### config.mk
export PLATFORM = sky130hd
export DESIGN_NAME = priority_vector_allocator
export DESIGN_NICKNAME = d
export VERILOG_FILES = /design/src/hw/rtl/pva_pkg.sv /design/src/hw/rtl/priority_vector_allocator.sv
export SDC_FILE = /design/constraint.sdc
export NUM_CORES = 1
export LEC_CHECK = 0
export BUFFER_PORTS_ARGS = -buffer_cell sky130_fd_sc_hd__clkbuf_2
export CELL_PAD_IN_SITES_DETAIL_PLACEMENT = 0
export CELL_PAD_IN_SITES_GLOBAL_PLACEMENT = 1
export CORE_ASPECT_RATIO = 0.8
export CORE_MARGIN = 5
export CORE_UTILIZATION = 52
export CTS_CLUSTER_DIAMETER = 100
export DETAILED_ROUTE_END_ITERATION = 8
export PLACE_DENSITY_LB_ADDON = 0.2
export SKIP_CTS_REPAIR_TIMING = 1
export SLEW_MARGIN = 20
export SYNTH_ARGS = -nofsm -noshare
export SYNTH_HDL_FRONTEND = slang
export SYNTH_SLANG_ARGS = --single-unit
### constraint.sdc
create_clock -name clock -period 3.24 [get_ports clock]
set_input_delay 0.486 -clock clock [delete_from_list [all_inputs] [get_ports clock]]
set_output_delay 0.486 -clock clock [all_outputs]
set_load 0.05 [all_outputs]
### src/hw/rtl/pva_pkg.sv
// Shared types and codes for the priority vector allocator.
// No dependencies.
package pva_pkg;

   localparam int SLOTS_PER_LEVEL  = 16;
   localparam int REACHABLE_LEVELS = 16;

   typedef logic [1:0]  opcode_type;
   typedef logic [1:0]  status_type;
   typedef logic [7:0]  vector_type;
   typedef logic [3:0]  level_type;
   typedef logic [15:0] word_type;
   typedef logic [3:0]  slot_type;

   localparam opcode_type OP_RESERVE = 2'd0;
   localparam opcode_type OP_ALLOC   = 2'd1;
   localparam opcode_type OP_FREE    = 2'd2;

   localparam status_type STATUS_OK           = 2'd0;
   localparam status_type STATUS_ALREADY_USED = 2'd1;
   localparam status_type STATUS_NONE_FREE    = 2'd2;

endpackage

### src/hw/rtl/priority_vector_allocator.sv
// Priority vector allocator: used/free map of interrupt vectors, 16 per level.
// Depends on pva_pkg.
//
//   channel  | direction | handshake              | payload
//   ---------+-----------+------------------------+-----------------------------------
//   req      | in        | req_valid / req_stall  | req_opcode, req_vector, req_level
//   rsp      | out       | rsp_valid / rsp_stall  | rsp_granted_vector, rsp_status
//
// Reserve and free update one level word. Allocate scans level words upward from the
// requested level, at most 16 of them: the map memory delivers one level word per cycle
// and the scan walks up one word each cycle while no held result blocks the output
// register. Synchronous active-high reset empties the map at once through per-level
// valid bits. One item is in work at a time; req_stall is high while it is. A finished
// result sits in the output register, so the next item is taken while rsp_stall holds it.
module priority_vector_allocator #(
   parameter int LEVELS = 16
) (
   input  logic                clock,
   input  logic                reset,
   input  logic                req_valid,
   output logic                req_stall,
   input  pva_pkg::opcode_type req_opcode,
   input  pva_pkg::vector_type req_vector,
   input  pva_pkg::level_type  req_level,
   output logic                rsp_valid,
   input  logic                rsp_stall,
   output pva_pkg::vector_type rsp_granted_vector,
   output pva_pkg::status_type rsp_status
);
   import pva_pkg::*;

   // map address width, at least one bit
   localparam int AW = (LEVELS > 1) ? $clog2(LEVELS) : 1;
   // allocation never looks above what an 8-bit vector can name
   localparam int LIMIT = (LEVELS < REACHABLE_LEVELS) ? LEVELS : REACHABLE_LEVELS;

   typedef enum logic {
      S_IDLE,
      S_SCAN
   } state_type;

   // control and item registers
   state_type  state_ff, state_in;
   opcode_type op_ff, op_in;
   vector_type vec_ff, vec_in;
   level_type  cur_ff, cur_in;      // level word now being looked at
   logic       rsp_valid_ff, rsp_valid_in;
   vector_type rsp_granted_ff, rsp_granted_in;
   status_type rsp_status_ff, rsp_status_in;

   // map storage: one 16-bit word per level, read data registered
   word_type          map_mem [LEVELS];
   logic [LEVELS-1:0] row_valid_ff;   // cleared by reset, an invalid row reads as free
   word_type          rdata_ff;
   logic              rvalid_ff;

   logic [AW-1:0] rd_idx;
   logic [AW-1:0] wr_idx;
   logic          wr_en;
   word_type      wr_data;

   word_type  word;
   word_type  vbit;
   word_type  lowest_free;
   slot_type  slot;
   logic      out_free;
   logic      in_map;
   logic      in_scan;
   logic      next_in_scan;

   assign req_stall          = (state_ff != S_IDLE);
   assign rsp_valid          = rsp_valid_ff;
   assign rsp_granted_vector = rsp_granted_ff;
   assign rsp_status         = rsp_status_ff;

   // the word is read at the address of the next cycle, so it lines up with cur_ff
   assign rd_idx = AW'(cur_in);
   assign wr_idx = AW'(cur_ff);

   assign word        = rvalid_ff ? rdata_ff : '0;
   assign vbit        = word_type'(1) << vec_ff[3:0];
   // isolate lowest zero bit: ~w & (w + 1)
   assign lowest_free = ~word & (word + word_type'(1));

   always_comb begin
      slot = '0;
      for (int i = 0; i < SLOTS_PER_LEVEL; i++) begin
         if (lowest_free[i]) begin
            slot = slot | slot_type'(i);
         end
      end
   end

   assign out_free     = !rsp_valid_ff || !rsp_stall;
   assign in_map       = (32'(cur_ff) < LEVELS);
   assign in_scan      = (32'(cur_ff) < LIMIT);
   assign next_in_scan = (32'(cur_ff) + 32'd1 < LIMIT);

   always_comb begin
      state_in       = state_ff;
      op_in          = op_ff;
      vec_in         = vec_ff;
      cur_in         = cur_ff;
      rsp_valid_in   = rsp_valid_ff && rsp_stall;
      rsp_granted_in = rsp_granted_ff;
      rsp_status_in  = rsp_status_ff;
      wr_en          = 1'b0;
      wr_data        = word;

      case (state_ff)
         S_IDLE: begin
            if (req_valid) begin
               op_in    = req_opcode;
               vec_in   = req_vector;
               cur_in   = (req_opcode == OP_ALLOC) ? req_level : req_vector[7:4];
               state_in = S_SCAN;
            end
         end
         S_SCAN: begin
            // results and map updates only when the output register can take them
            if (out_free) begin
               case (op_ff)
                  OP_RESERVE: begin
                     wr_en          = in_map;
                     wr_data        = word | vbit;
                     rsp_granted_in = '0;
                     rsp_status_in  = (in_map && ((word & vbit) != '0)) ?
                                      STATUS_ALREADY_USED : STATUS_OK;
                     rsp_valid_in   = 1'b1;
                     state_in       = S_IDLE;
                  end
                  OP_FREE: begin
                     wr_en          = in_map;
                     wr_data        = word & ~vbit;
                     rsp_granted_in = '0;
                     rsp_status_in  = STATUS_OK;
                     rsp_valid_in   = 1'b1;
                     state_in       = S_IDLE;
                  end
                  OP_ALLOC: begin
                     if (in_scan && (word != '1)) begin
                        wr_en          = 1'b1;
                        wr_data        = word | lowest_free;
                        rsp_granted_in = {cur_ff, slot};
                        rsp_status_in  = STATUS_OK;
                        rsp_valid_in   = 1'b1;
                        state_in       = S_IDLE;
                     end else if (in_scan && next_in_scan) begin
                        // level full, move up one level
                        cur_in = cur_ff + level_type'(1);
                     end else begin
                        rsp_granted_in = '0;
                        rsp_status_in  = STATUS_NONE_FREE;
                        rsp_valid_in   = 1'b1;
                        state_in       = S_IDLE;
                     end
                  end
                  default: begin
                     // unused opcode: no map change
                     rsp_granted_in = '0;
                     rsp_status_in  = STATUS_OK;
                     rsp_valid_in   = 1'b1;
                     state_in       = S_IDLE;
                  end
               endcase
            end
         end
         default: begin
            state_in = S_IDLE;
         end
      endcase
   end

   always_ff @(posedge clock) begin
      if (reset) begin
         state_ff     <= S_IDLE;
         rsp_valid_ff <= 1'b0;
      end else begin
         state_ff     <= state_in;
         rsp_valid_ff <= rsp_valid_in;
      end
      op_ff          <= op_in;
      vec_ff         <= vec_in;
      cur_ff         <= cur_in;
      rsp_granted_ff <= rsp_granted_in;
      rsp_status_ff  <= rsp_status_in;
   end

   // map memory: one write port, one registered read port
   always_ff @(posedge clock) begin
      if (wr_en) begin
         map_mem[wr_idx] <= wr_data;
      end
      rdata_ff  <= map_mem[rd_idx];
      rvalid_ff <= row_valid_ff[rd_idx];
   end

   always_ff @(posedge clock) begin
      if (reset) begin
         row_valid_ff <= '0;
      end else if (wr_en) begin
         row_valid_ff[wr_idx] <= 1'b1;
      end
   end

endmodule

==> results of run 1 <==
==> stage by stage <==
| step | instance area, um2 | utilization (%) |
|---|---|---|
| 4_1_cts | 17000 | 62.1 |
| 5_1_grt | 17200 | 62.7 |
| 3_3_place_gp | 16100 | 58.6 |
| 3_5_place_dp | 16100 | 58.6 |
| 6_report | 17200 | 62.7 |
| 2_1_floorplan | 14600 | - |
==> cells in the final DEF (no fill, tap or decap), types with 31 or more instances in the layout <==
cell type,n
a21oi_1,33
a221oi_1,45
buf_4,121
clkbuf_16,31
dfxtp_1,35
edfxtp_1,272
mux2_2,68
mux2i_1,77
nand2_1,100
nor2_1,60
o21ai_0,67
==> routing by layer <==
metal	track usage (%)	part of all wire [%]	vias up
li1	-	-	4781
met1	39.6	43	5271
met2	39.7	45	473
met3	4.97	8.3	83
met4	7.66	3.2	0
met5	0	0	-
==> layout make-up <==
type / count / area, um2
Fill cell: 2166 / 10200
Sequential cell: 311 / 8950
Multi-Input combinational cell: 737 / 5290
Timing Repair Buffer: 174 / 1490
Clock buffer: 49 / 893
Tap cell: 364 / 455
Clock inverter: 9 / 60.1
Inverter: 13 / 60.1
==> cells by family after synthesis <==
group / share of synthesized area [%]
AO/OA/AOI/OAI: 16.0
flip-flops: 61.4
AND/OR/NAND/NOR: 8.69
multiplexers: 10.5
buffers and inverters: 2.94
adder cells (fa/ha/maj): 0.344
==> path summary, 6_finish.rpt <==
check        cells after the start         endpoint  slack [ps]
max                             12      rdata_ff[1]          80
min                              1        vec_ff[1]          90
max reg2reg                     12      rdata_ff[1]          80
min reg2reg                      2  row_valid_ff[1]         470
==> critical path, cell delays in order, from the launching register on <==
cell and delay (ps):
dfxtp_2 360, nand3_1 120, or4_4 540, buf_6 160, o41a_1 380, a31oi_4 360
buf_6 160, buf_12 120, buf_6 170, mux2i_1 90, a221oi_1 310, o221ai_1 200
o21ai_1 120
==> power groups by stage <==
| stage | clock [mW] | combinational (mW) | sequential (mW) |
|---|---|---|---|
| final | 3.37 | 2.54 | 4.78 |
| after global routing | 3.61 | 2.69 | 4.78 |
| after CTS | 3.41 | 2.45 | 4.77 |
| after detailed placement | 0 | 2.43 | 4.85 |
| after global placement | 0 | 2.42 | 4.85 |
| after floorplan | 0 | 1.27 | 4.88 |
==> flip-flops by register name, indices dropped and copies added (netlist names) <==
name	count
rsp_valid	1
row_valid_ff	16
cur_ff	4
rvalid_ff	1
map_mem	256
rdata_ff	16
rsp_granted_vector	8
op_ff	2
vec_ff	4
rsp_status	2
req_stall	1
==> summary.md, run 1 <==
| Metric | Value |
|---|---|
| Worst-Skew Late Latency | `570 ps` |
| DP Wirelength | `28.3 mm` |
| Core area | `27400 um2` |
| Largest net degree at the start of global routing | `47` |
| Clk sinks | `311` |
| Iteration-0 DRC Markers | `1212` |
| Clock tree buffer depth | `3` |
| Worst setup margin | `83.9 ps` |
| Yosys top cell area share | `56.1%` |
| Switch share | `29.4%` |
| Synth area leader | `edfxtp_1` |
| Post-synth top flop | `edfxtp_1` |
| Starting density of the core | `53.1%` |
| Startpoint types | `register` |
| Most frequent cell after synthesis | `edfxtp_1` |
| Status | `complete, no violations` |
| Clk pwr share | `31.5%` |
| Crit path launch | `rdata_ff[5]` |
| Synth unique cells | `65` |
| Row cnt | `54` |
| Vias | `10600` |
| PwrDens | `621 nW/um2` |
| Die Area | `31500 um2` |
| Chip Height | `160 um` |
| Final count of hold timing violations | `0` |
| Crit-path max FO | `10` |
| Switch Pwr | `3.14 mW` |
| First-pass GRT wire length | `63.5 mm` |
| # nets final | `1290` |
| Mapped Cells | `1143` |
| Critical Path AT | `3660 ps` |
| Vias in the first global route | `10200` |
| Synth-to-layout area growth | `18.1%` |
| Total Neg Setup Slack | `0 ps` |
| P_leak | `6.11 nW` |
| Power Total | `10.7 mW` |
| Synth area leaders | `edfxtp_1 56%, dfxtp_1 5.4%, mux2i_1 5.3%, mux2_2 5.3%, a221oi_1 2.8%` |
| Int Pwr | `7.55 mW` |
| Clock root cell | `clkbuf_16` |
| HP Start | `req_vector[1]` |
| Top cells by instance count after synthesis | `272 x edfxtp_1, 100 x nand2_1, 77 x mux2i_1, 69 x o21ai_0, 68 x mux2_2` |
| Number of synthesized flops with an enable pin | `272` |
| DRC Markers | `0` |
| Critical path class | `register to register` |
| TritonRoute pass-1 iters | `5` |
| Crit end category | `register` |
| Worst reg2reg startpoint | `rdata_ff[5]` |
| MaxCap Viol Count | `0` |
| Normalized max-slew margin | `27.3%` |
| Finished Layout Cells | `1657` |
| Die Wd | `197 um` |
| Slew @ Worst Pin | `1090 ps` |
| I/O Pins | `30` |
| Ys async rst share | `0%` |
| DR WL/cell | `25.7 um` |
| Share of layout cells above drive strength 1 | `25.2%` |
| Worst Hold Margin | `94.4 ps` |
| Worst slack, placed | `-238 ps` |
| Tmin final | `3160 ps` |
| Grt ovf | `0` |
| Max IR drop VDD | `556 uV` |
| Fin. max-slew vios | `0` |
| Overall routing resource usage | `26.5%` |
| FF+latch count, synth | `311` |
| Mapped Avg Cell Area | `12.7 um2` |
| CTS tree | `yes` |
| Via/cell ratio | `6.40` |
| Sequential share of the synthesized area | `61.4%` |
| Yosys warning count | `0` |
| # port buffers | `29` |
| Antenna-violating nets left | `0` |
| Mapped Area | `14600 um2` |
| RD Place Congestion | `0.920` |
| Reg power frac | `44.7%` |
| Mapped Nets | `1165` |
| Total CTS buffers | `31` |
| Worst Skew | `11.9 ps` |
| Part of the power in combinational logic | `23.8%` |
| Post-placement cell count | `1593` |
| Worst Path Required | `3740 ps` |
| Hold Crit Class | `input pin to register` |
| Initial antenna violation count | `2` |
| Fmax | `0.317 GHz` |
| Depth of the CTS H-tree | `1` |
| Reg clk slew, reported paths | `60 ps` |
| Fin crit share | `97.4%` |
| Antenna cell count | `0` |
| # setup viols final | `0` |
| DRT Wirelength | `42.6 mm` |
Power figures use the tool's default switching activity.
==> run 2: changes to the inputs <==
--- a/config.mk
+++ b/config.mk
@@ -15,7 +15,6 @@
 export DETAILED_ROUTE_END_ITERATION = 8
 export PLACE_DENSITY_LB_ADDON = 0.2
 export SKIP_CTS_REPAIR_TIMING = 1
-export SLEW_MARGIN = 20
 export SYNTH_ARGS = -nofsm -noshare
 export SYNTH_HDL_FRONTEND = slang
 export SYNTH_SLANG_ARGS = --single-unit
==> constraint.sdc (replaced) <==
create_clock -name clock -period 3.24 [get_ports clock]
set_input_delay 0.162 -clock clock [delete_from_list [all_inputs] [get_ports clock]]
set_output_delay 0.162 -clock clock [all_outputs]
set_load 0.05 [all_outputs]
==> summary.md, run 2 (synthesis results as in run 1) <==
| Metric | Value |
|---|---|
| Top delay family on crit path | `simple AND/OR/NAND/NOR gates` |
| Final count of hold timing violations | `0 (unchanged)` |
| I/O Pins | `30 (unchanged)` |
| PwrDens | `637 nW/um2 (+2.5%)` |
| TritonRoute pass-1 iters | `5 (unchanged)` |
| Post-placement cell count | `1584 (-0.56%)` |
| Depth of the CTS H-tree | `1 (unchanged)` |
| Commonest cells after routing, fill and taps aside | `272 x edfxtp_1, 118 x buf_4, 100 x nand2_1, 77 x mux2i_1, 68 x mux2_2` |
| Max IR drop VDD | `455 uV (-18%)` |
| Hold Path Stages | `3 (+2)` |
| # setup viols final | `0 (unchanged)` |
| Iteration-0 DRC Markers | `1235 (+1.9%)` |
| Reg clk slew, reported paths | `70 ps (about the same)` |
| Hold Crit Class | `input pin to register` |
| Worst R2R End | `rdata_ff[7]` |
| Buf/Inv on CP | `2 (-2)` |
| Worst stage delay on the critical path | `590 ps (+50 ps)` |
| Clock tree buffer depth | `3 (unchanged)` |
| Worst Hold Margin | `49.8 ps (-44.5 ps)` |
| Total CTS buffers | `30 (-3.2%)` |
| R2r setup slk | `40 ps (-50 ps)` |
| RD Place Congestion | `0.928 (+0.87%)` |
| Vias | `10500 (-0.63%)` |
| Startpoint types | `register` |
| Finished Layout Cells | `1653 (-0.24%)` |
| Starting density of the core | `53.1% (unchanged)` |
| DR WL/cell | `25.5 um (-0.77%)` |
| Slew @ Worst Pin | `1180 ps (+87.8 ps)` |
| Most frequent CP cell | `buf_4` |
| Fmax | `0.312 GHz (-1.5%)` |
| Via/cell ratio | `6.38 (-0.39%)` |
| Crit path cell chain | `nand3_2 > or4_4 > or4_1 > and3_1 > buf_4 > nor2_2 > buf_4 > a221oi_2 > o221ai_1 > o21ai_1` |
| Switch Pwr | `3.17 mW (+0.99%)` |
| Commonest non-fill, non-tap cell in the layout | `edfxtp_1` |
| Tmin final | `3200 ps (+48.4 ps)` |
| Switch share | `28.9% (-0.53 points)` |
| Biggest regs | `map_mem x256, rdata_ff x16, row_valid_ff x16` |
| CP Capture Point | `rdata_ff[7]` |
| Core area | `27400 um2 (unchanged)` |
| Fin. max-slew vios | `0 (unchanged)` |
| Critical Path AT | `3620 ps (-40 ps)` |
| Reg2reg path depth | `10 (-2)` |
| Part of the power in combinational logic | `23.0% (-0.8 points)` |
| Total Neg Setup Slack | `0 ps (unchanged)` |
| Largest net degree at the start of global routing | `40 (-15%)` |
| Clk pwr share | `33.5% (+2.0 points)` |
| Die Area | `31500 um2 (unchanged)` |
| Normalized max-slew margin | `21.4% (-5.9 points)` |
| Worst-Skew Late Latency | `560 ps (about the same)` |
| P_leak | `6.13 nW (+0.44%)` |
| Chip Height | `160 um (unchanged)` |
| Worst reg2reg startpoint | `rdata_ff[4]` |
| # port buffers | `29 (unchanged)` |
| Clock root cell | `clkbuf_16` |
| Synth-to-layout area growth | `18.5%` |
| Fin crit share | `98.9% (+1.5 points)` |
| RSZ-0062 raised after global routing | `true` |
| Worst Skew | `9.77 ps (-2.17 ps)` |
| Grt ovf | `0 (unchanged)` |
| Overall routing resource usage | `25.8% (-0.67 points)` |
| Die Wd | `197 um (unchanged)` |
| # nets final | `1287 (-0.23%)` |
| Layout fillers | `2136 (-1.4%)` |
| Worst Path Required | `3660 ps (-80 ps)` |
| Vias in the first global route | `9981 (-2.4%)` |
| Post-layout util | `62.9% (+0.22 points)` |
| Clk sinks | `311 (unchanged)` |
| Reg power frac | `43.4% (-1.3 points)` |
| CTS tree | `yes` |
| Crit-path max FO | `11 (+1)` |
| Initial antenna violation count | `1 (-1)` |
| First-pass GRT wire length | `62.3 mm (-1.8%)` |
| DP Wirelength | `28.0 mm (-1.1%)` |
| Worst setup margin | `35.4 ps (-48.4 ps)` |
| DRT Wirelength | `42.1 mm (-1.0%)` |
| Worst slack, placed | `-228 ps (+9.48 ps)` |
| Slowest cell on the critical path | `nor2_2` |
| MaxCap Viol Count | `0 (unchanged)` |
| Max reg flops | `256 (unchanged)` |
| Critical path class | `register to register` |
| Crit end category | `register` |
| Crit path launch | `rdata_ff[4]` |
| Status | `complete, no violations` |
| Most flops, register | `map_mem` |
| Share of layout cells above drive strength 1 | `25.0% (-0.21 points)` |
| CP Depth | `10 (-2)` |
| Int Pwr | `7.82 mW (+3.6%)` |
| Row cnt | `54 (unchanged)` |
| DRC Markers | `0 (unchanged)` |
| Antenna-violating nets left | `0 (unchanged)` |
-- run 2: changes by cell type in the layout (fill, tap and decap cells not counted), sizes merged --
cell | before | now
bufinv | 0 | 6
diode | 0 | 1
clkinvlp | 2 | 5
dlygate4sd3 | 0 | 6
inv | 14 | 13
clkinv | 6 | 10
clkbuf | 78 | 65
buf | 145 | 135
-- run 2: layer usage --
| metal | global-route usage (%) | share of wire [%] |
|---|---|---|
| met3 | 3.73 | 8.4 |
| met1 | 39.6 | 44 |
| met5 | 0 | 0 |
| met2 | 39.7 | 46 |
| met4 | 5.07 | 2.2 |
-- run 2: how the worst min path moves through the flow --
stage | from | to
after floorplan | req_opcode[0] | op_ff[0]
after global placement | req_vector[1] | vec_ff[1]
after detailed placement | req_vector[0] | vec_ff[0]
after CTS | req_vector[3] | vec_ff[3]
after global routing | req_valid | req_stall
final | req_valid | req_stall
-- run 2: through the flow --
stage | power [mW] | instance area (um2)
after CTS | 10.9 | 17000
after global routing | 11.4 | 17300
after detailed placement | 7.23 | 15900
after global placement | 7.22 | 15900
final | 11.0 | 17300
after floorplan | 6.14 | 14600
-- run 2: worst register-to-register path, stage by stage (launching register included) --
cell	delay, ps
dfxtp_1	360
nand3_2	130
or4_4	540
or4_1	540
and3_1	190
buf_4	140
nor2_2	590
buf_4	280
a221oi_2	70
o221ai_1	100
o21ai_1	140
-- run 2: power by group through the flow --
| stage | logic [mW] | registers, mW | clock network [mW] |
|---|---|---|---|
| floorplan | 1.27 | 4.88 | 0 |
| global placement | 2.38 | 4.84 | 0 |
| detailed placement | 2.38 | 4.85 | 0 |
| CTS | 2.39 | 4.76 | 3.74 |
| global route | 2.68 | 4.78 | 3.91 |
| finish | 2.53 | 4.77 | 3.69 |
-- run 2: cell type report --
cell class                      count  area (um2)  share of cell area (%)
Antenna cell                        1        2.50                  0.0145
Clock inverter                     21         255                    1.48
Clock buffer                       34         797                    4.62
Sequential cell                   311        8950                    51.9
Inverter                           13        67.6                   0.391
Timing Repair Buffer              172        1460                    8.45
Tap cell                          364         455                    2.64
Multi-Input combinational cell    737        5270                    30.5
==> run 3: changes to the inputs <==
--- a/config.mk
+++ b/config.mk
@@ -10,7 +10,7 @@
 export CELL_PAD_IN_SITES_GLOBAL_PLACEMENT = 1
 export CORE_ASPECT_RATIO = 0.8
 export CORE_MARGIN = 5
-export CORE_UTILIZATION = 52
+export CORE_UTILIZATION = 43
 export CTS_CLUSTER_DIAMETER = 100
 export DETAILED_ROUTE_END_ITERATION = 8
 export PLACE_DENSITY_LB_ADDON = 0.2
==> summary.md, run 3 (synthesis results as in run 1) <==
| Metric | Value |
|---|---|
| # nets final | `1291 (+0.31%)` |
| Most frequent CP cell | `or4_4` |
| Antenna cell count | `0 (-1)` |
| Top delay family on crit path | `simple AND/OR/NAND/NOR gates` |
| Worst stage delay on the critical path | `600 ps (about the same)` |
| Slew @ Worst Pin | `1140 ps (-33.9 ps)` |
| Synth-to-layout area growth | `18.4% (about the same)` |
| Clock root cell | `clkbuf_16` |
| Die Area | `37700 um2 (+20%)` |
| Share of layout cells above drive strength 1 | `24.3% (-0.72 points)` |
| Status | `complete, no violations` |
| Worst slack, placed | `-175 ps (+52.9 ps)` |
| Crit-path max FO | `19 (+8)` |
| Startpoint types | `register` |
| Die Wd | `216 um (+9.5%)` |
| Fin. max-slew vios | `0 (unchanged)` |
| Reg2reg path depth | `9 (-1)` |
| DR WL/cell | `25.4 um (-0.50%)` |
| # port buffers | `29 (unchanged)` |
| Critical path class | `register to register` |
| Largest net degree at the start of global routing | `42 (+5.0%)` |
| Finished Layout Cells | `1727 (+4.5%)` |
| Worst Hold End | `req_stall` |
| CP Depth | `9 (-1)` |
| TritonRoute pass-1 iters | `7 (+2)` |
| P_leak | `6.11 nW (-0.40%)` |
| First-pass GRT wire length | `65.6 mm (+5.2%)` |
| Max reg flops | `256 (unchanged)` |
| DP Wirelength | `29.6 mm (+5.7%)` |
| Overall routing resource usage | `22.9% (-2.9 points)` |
| Hold Path Stages | `3 (unchanged)` |
| Crit path cell chain | `nand2_1 > or4_4 > or4_4 > buf_8 > mux2_2 > a221o_1 > a31oi_1 > o21ai_0 > a211o_1` |
| Via/cell ratio | `6.08 (-4.6%)` |
| Worst Skew | `13.6 ps (+3.86 ps)` |
| Antenna-violating nets left | `0 (unchanged)` |
| Slowest cell on the critical path | `or4_4` |
| Worst setup margin | `117 ps (+81.7 ps)` |
| MaxCap Viol Count | `0 (unchanged)` |
| I/O Pins | `30 (unchanged)` |
| Total CTS buffers | `34 (+13%)` |
| Clk sinks | `311 (unchanged)` |
| HP Start | `req_valid` |
| Grt ovf | `0 (unchanged)` |
| Depth of the CTS H-tree | `2 (+1)` |
| Clock tree buffer depth | `3 (unchanged)` |
| Crit end category | `register` |
| Max IR drop VDD | `465 uV (+2.2%)` |
| Tmin final | `3120 ps (-81.7 ps)` |
| Iteration-0 DRC Markers | `1218 (-1.4%)` |
| Normalized max-slew margin | `23.7% (+2.3 points)` |
| Fmax | `0.320 GHz (+2.6%)` |
| Post-placement cell count | `1661 (+4.9%)` |
| Reg clk slew, reported paths | `50 ps (-20 ps)` |
| Core area | `33600 um2 (+22%)` |
| DRC Markers | `0 (unchanged)` |
| PwrDens | `636 nW/um2 (-0.11%)` |
| Row cnt | `60 (+11%)` |
| Worst Path Required | `3630 ps (-30 ps)` |
| RD Place Congestion | `0.857 (-7.6%)` |
| Biggest regs | `map_mem x256, rdata_ff x16, row_valid_ff x16` |
| Starting density of the core | `43.4% (-9.7 points)` |
| Final count of hold timing violations | `0 (unchanged)` |
| Layout fillers | `2938 (+38%)` |
| Worst-Skew Late Latency | `520 ps (-40 ps)` |
| Most flops, register | `map_mem` |
| Commonest non-fill, non-tap cell in the layout | `edfxtp_1` |
| Vias in the first global route | `10200 (+2.1%)` |
| Buf/Inv on CP | `1 (-1)` |
| Chip Height | `175 um (+9.3%)` |
| DRT Wirelength | `43.8 mm (+4.0%)` |
| Worst R2R End | `rvalid_ff` |
| Commonest cells after routing, fill and taps aside | `272 x edfxtp_1, 122 x buf_4, 100 x nand2_1, 77 x mux2i_1, 68 x mux2_2` |
| Critical Path AT | `3510 ps (-110 ps)` |
| Initial antenna violation count | `1 (unchanged)` |
| Hold Crit Class | `input pin to register` |
| # setup viols final | `0 (unchanged)` |
| Vias | `10500 (-0.37%)` |
| Fin crit share | `96.4% (-2.5 points)` |
| R2r setup slk | `120 ps (+80 ps)` |
| CTS tree | `yes` |
| Worst reg2reg startpoint | `rvalid_ff` |
run 3: per-layer routing:
layer | vias to the layer above | global-route usage (%) | wire length (um)
li1 | 4791 | - | -
met1 | 5290 | 35.3 | 20900
met2 | 363 | 34.4 | 19300
met3 | 58 | 3.24 | 2770
met4 | 0 | 5.12 | 877
met5 | - | 0 | 0
run 3: worst max path at each step:
stage	startpoint	end	slack, ps
final	rvalid_ff	rvalid_ff	120
after floorplan	cur_ff[0]	rdata_ff[14]	320
after CTS	rdata_ff[5]	rdata_ff[11]	-190
after global placement	rvalid_ff	rdata_ff[11]	-100
after detailed placement	rdata_ff[5]	rdata_ff[11]	-180
after global routing	rvalid_ff	rvalid_ff	-2
run 3: metrics by stage:
stage	hold WS (ps)	total power [mW]	area (um2)	setup TNS (ps)	utilization (%)
detailed placement	341	7.29	16100	-590	48.0
CTS	-195	11.0	17100	-767	51.1
finish	90.3	11.0	17300	0	51.4
global route	121	11.4	17300	-1.57	51.4
global placement	339	7.29	16100	-259	48.0
floorplan	261	6.14	14600	0	-
run 3: report_power, final:
| part | switching [mW] | total, mW | internal [mW] |
|---|---|---|---|
| Combinational | 1.55 | 2.49 | 0.939 |
| Clock | 1.53 | 3.70 | 2.17 |
| Sequential | 0.125 | 4.78 | 4.66 |
run 3: final cells by class:
cell class	count	area, um2	share of cell area (%)
sequential	311	8950	51.9
multi-input combinational	737	5240	30.3
timing repair buffer	172	1410	8.16
clock buffer	47	930	5.39
tap	434	543	3.15
clock inverter	13	125	0.725
inverter	13	55.1	0.319
run 3: tightest hold or removal path: cells and delay by family:
family        cells  cell delay [ps]
buf+inv           1              140
simple gates      2              260
